## config.mk

```make
export PLATFORM = sky130hd
export DESIGN_NAME = tce_ram
export DESIGN_NICKNAME = d
export VERILOG_FILES = /design/src/hw/rtl/tce_ram.sv
export SDC_FILE = /design/constraint.sdc
export NUM_CORES = 1
export LEC_CHECK = 0
export BUFFER_PORTS_ARGS = -buffer_cell sky130_fd_sc_hd__buf_2
export CORE_MARGIN = 2
export CORE_UTILIZATION = 62
export DETAILED_ROUTE_END_ITERATION = 16
export GPL_TIMING_DRIVEN = 0
export PLACE_DENSITY_LB_ADDON = 0.05
export SYNTH_ARGS = -nofsm -noshare
export SYNTH_HDL_FRONTEND = slang
export SYNTH_SLANG_ARGS = --single-unit
```

## constraint.sdc

```tcl
create_clock -name clk_i -period 3.32 [get_ports clk_i]
set_input_delay 0.166 -clock clk_i [delete_from_list [all_inputs] [get_ports clk_i]]
set_output_delay 0.166 -clock clk_i [all_outputs]
set_load 0.02 [all_outputs]
```

## src/hw/rtl/tce_ram.sv

```systemverilog
// Generic single-port-write, single-port-read RAM with registered read data.
// No dependencies.
module tce_ram #(
  parameter int unsigned Width = 32,
  parameter int unsigned Depth = 32
) (
  input  logic                     clk_i,
  input  logic                     we_i,
  input  logic [$clog2(Depth)-1:0] waddr_i,
  input  logic [Width-1:0]         wdata_i,
  input  logic [$clog2(Depth)-1:0] raddr_i,
  output logic [Width-1:0]         rdata_o
);

  logic [Width-1:0] mem_q [Depth];
  logic [Width-1:0] rdata_q;

  always_ff @(posedge clk_i) begin
    if (we_i) begin
      mem_q[waddr_i] <= wdata_i;
    end
    rdata_q <= mem_q[raddr_i];
  end

  assign rdata_o = rdata_q;

endmodule

```

Word level (Yosys, flattened, before mapping)
Memories as Yosys holds them, arrays and structs flattened. A register that Yosys moved wholly into a read port is not among the register bits. Index checks and enable logic that the tools add are counted.

Muxes and demuxes: 2.

Operators with widths (number): two-way mux 1 bit (2).

Register bits: 0. RAM bits: 1024. Input port bits: 44. Output and inout port bits: 32. Memories kept: 1.

Memories: mem_q (words 32, width 32, read ports 1, clocked after Yosys merged registers in 1, write ports 1, line 15) `logic [Width-1:0] mem_q [Depth];`.

Longest topological paths before layout
Depth after elaboration: 2. Mapped depth: 8. Depth with buffers taken out: 5.

Worst setup path before layout
OpenSTA, ideal clock, no wires.

Path kind: input port to flip-flop. Start point: input waddr_i[1]. End point: memory mem_q[12][0] (enable). Library setup time: 0.421 ns. Arrival: 2.179 ns. Slack: 0.720 ns. Stages: 3. Buffers on the path: 1. Cells stage by stage: or3b_2 clkbuf_1 nor2_1.

RTL lines: from (decl) (line 9) `input logic [$clog2(Depth)-1:0] waddr_i,`; to (decl) (line 15).

Straight into the memory's write port.

==> impl_results.md <==
* Status: complete, no violations
* GRT Resource Usage Total at 0.285
* Post-Syn Instances at 2,260
* WP data arrival at 2.56 ns
* Final Hold Vio Count at 0
* Boundary pin count at 76
* Total Wirelength at between 90 and 100 mm
* CTS Root Cell: clkbuf_16
* RR Startpoint: mem_q[5][11]$_DFFE_PP_
* Internal Dissipation at 21.7 mW
* Compound-Gate Fraction of Synth Area at 0.0485
* First DRT Iteration DRCs at 2,370
* CP max FO at 10
* Switching fraction of total power at 0.213
* WP data required at 3.78 ns
* Mapped cell area at 40,500 sq um
* Fill count at 4,045
* Clock Sinks at between 1,000 and 1,500
* Comb pwr share at 0.056
* WHS Path Cells at 1
* Reg2reg end: rdata_o[11]$_DFF_P_
* RSZ-0062 raised after global routing: no
* Clk Latency, worst-skew pair at 0.66 ns
* Tmin final at 2.10 ns
* Vias/cell at between 6 and 7
* Psw at 5.87 mW
* Max Fclk at 0.475 GHz
* Xor and xnor fraction of the mapped netlist area at 0
* First-pass DRT Iterations at 7
* Dpl ws at 0.738 ns
* Number of global-route vias before repair at 21,300
* Clk pwr share at 0.405
* Area added between synthesis and finish at 13.9%
* Critical path class: in2reg
* Hold-fix buffers, CTS at 0
* Slew @ Worst Pin at ~1.1 ns
* TNS Setup at 0 ns
* Critical path's largest stage delay at 0.65 ns
* DR WL/cell at 27.8 microns
* Register bit total from synthesis at 1,056
* Worst clock skew at 0.0244 ns
* CP Buf/Inv Count at 3
* Post-Synth Adder-Cell Area at 0
* Largest net degree at the start of global routing at 33
* Setup slack, reg-to-reg at 1.50 ns
* CP Cell Sequence: buf_2 > and2b_1 > buf_4 > clkbuf_1 > a22oi_1 > a31oi_1 > nand3_1
* Final setup viols at 0
* Mapped Nets at about 2,300
* Most common cell after layout, fill and taps aside: edfxtp_1
* Synth Area per Inst at 17.9 sq um
* Initial antenna violation count at 3
* Nets@finish at between 2,000 and 3,000
* Post-layout util at 0.715
* Final Max Tran Viols at 0
* Die Wd at around 260 microns
* Sequential Power Share at 0.539
* Tot Pwr at ~28 mW
* First-pass GRT wire length at between 100 and 150 mm
* PwrDens at 598 nW/um^2
* CP Capture Type: flop
* GRT overflow at 0
* Reg area at 31,400 sq um
* Reg2reg path depth at 5
* Htree depth at 3
* Largest family of logic cells by synthesized area: multiplexers
* Max-cap violation count at 0
* Antenna Nets Post-Route at 0
* Crit-path leading delay family: buffers and inverters
* Layout cell share with drive strength beyond 1 at 0.146
* Peak VDD IR at 0.000480 V
* CTS buffer count at 102
* Post-CTS sizing at 0
* Die area at 67,400 sq um
* Core area at 64,500 sq um
* FP Rows at just over 90
* Worst-path clk slew at 0.06 ns
* Period utilization at 0.634
* Setup bufs post-CTS at 0
* Post-synthesis mux area share at 0.127
* Overall die height at ~260 microns
* Synth Area in Simple Gates at 0.0310
* Worst slew margin at 0.247
* Sequential share of the synthesized area at 0.775
* DRC at 0
* Yosys warns at 0
* Netlist cell types at 25
* Hold Crit Class: in2reg
* Via count at 21,300
* I/O Buffers at 74
* Leak at about 16 nW
* Clock buffer depth at 3
* Area of the multi-input gates at 8580 sq um
* GPL Wtd Cong at 0.829
* HP Start: wdata_i[28]
* Initial Util at 0.628
* Worst Hold Path EP: mem_q[8][28]$_DFFE_PP_
* Slowest cell on the critical path: clkbuf_1
* Detailed-placement wirelength estimate at 60.8 mm
* Startpoint Class: input port
* CTS tree: yes
* Worst setup margin at between 1 and 1.5 ns
* Most frequent cells in the layout: 1,024 x edfxtp_1, 512 x mux2i_1, 104 x clkbuf_16, 100 x buf_2
[power groups by stage]
stage	registers [mW]	logic (mW)	clock network, mW
2_1_floorplan	15.2	0.766	0
3_3_place_gp	15.1	1.46	0
3_5_place_dp	15.2	1.53	0
4_1_cts	14.9	1.54	11.3
5_1_grt	14.9	1.63	11.8
6_report	14.9	1.54	11.2
[worst register-to-register path: cells and delay by family (launching register included)]
family | cells | cell delay (ns)
flops | 1 | 0.36
simple gates | 2 | 0.35
mux | 1 | 0.17
compound gates | 2 | 0.74
[flip-flops by register name, indices dropped and copies added, names as in the netlist]
| register | cells |
|---|---|
| mem_q | 1024 |
| rdata_o | 32 |
[worst max-delay path by stage]
stage,startpoint,to,depth (start not counted)
2_1_floorplan,waddr_i[1],mem_q[12][0]$_DFFE_PP_,3
3_3_place_gp,waddr_i[1],mem_q[4][20]$_DFFE_PP_,4
3_5_place_dp,raddr_i[2],rdata_o[11]$_DFF_P_,7
4_1_cts,raddr_i[2],rdata_o[11]$_DFF_P_,7
5_1_grt,raddr_i[2],rdata_o[13]$_DFF_P_,7
6_report,raddr_i[2],rdata_o[11]$_DFF_P_,7
[cell usage after synthesis]
cell         n  share of area
a22o_1      64          0.014
nor3_1      32         0.0040
and2_1       1        0.00015
buf_4       33         0.0061
nand2_1     98         0.0091
nor2b_1      1        0.00015
clkbuf_1    46         0.0043
or3b_2       3        0.00065
buf_6       15         0.0042
mux2i_1    512           0.13
nand3_1     98          0.012
buf_2       26         0.0032
nand3b_1     5        0.00093
a22oi_1     96          0.018
or2_2        1        0.00015
a21oi_1     96          0.012
clkbuf_4     2        0.00037
a31oi_1     32         0.0049
and2b_1      1        0.00019
nand2b_1     2        0.00031
or3_1        1        0.00015
nor2_1      34         0.0032
edfxtp_1  1024           0.76
buf_1        5        0.00046
dfxtp_1     32          0.016
[final cells by class]
cell class,instances,share of cell area
sequential,1056,0.681
multi-input combinational,1077,0.186
clock buffer,131,0.0606
timing repair buffer,106,0.0232
tap,855,0.0232
buffer,127,0.0163
clock inverter,56,0.00990
antenna,1,0.0000543
[metrics by stage]
stage | hold slack [ns] | instance area, sq um | cells
floorplan | 0.265 | 40500 | 2260
global placement | 0.582 | 41900 | 3189
detailed placement | 0.583 | 42900 | 3221
CTS | 0.0128 | 46100 | 3408
global route | 0.0569 | 46100 | 3409
finish | 0.0373 | 46100 | 3409
[metal layers]
| layer | GRT usage | up-vias | routed length, microns |
|---|---|---|---|
| li1 | - | 9397 | - |
| met2 | 0.469 | 846 | 46700 |
| met5 | 0 | - | 7 |
| met3 | 0.0492 | 168 | 7540 |
| met1 | 0.391 | 10900 | 37800 |
| met4 | 0.0969 | 2 | 2670 |
[kinds of logic after synthesis]
group           after synthesis
simple gates                277
mux                         512
buf+inv                     127
flops                      1056
compound gates              288
Power figures use the tool's default switching activity.
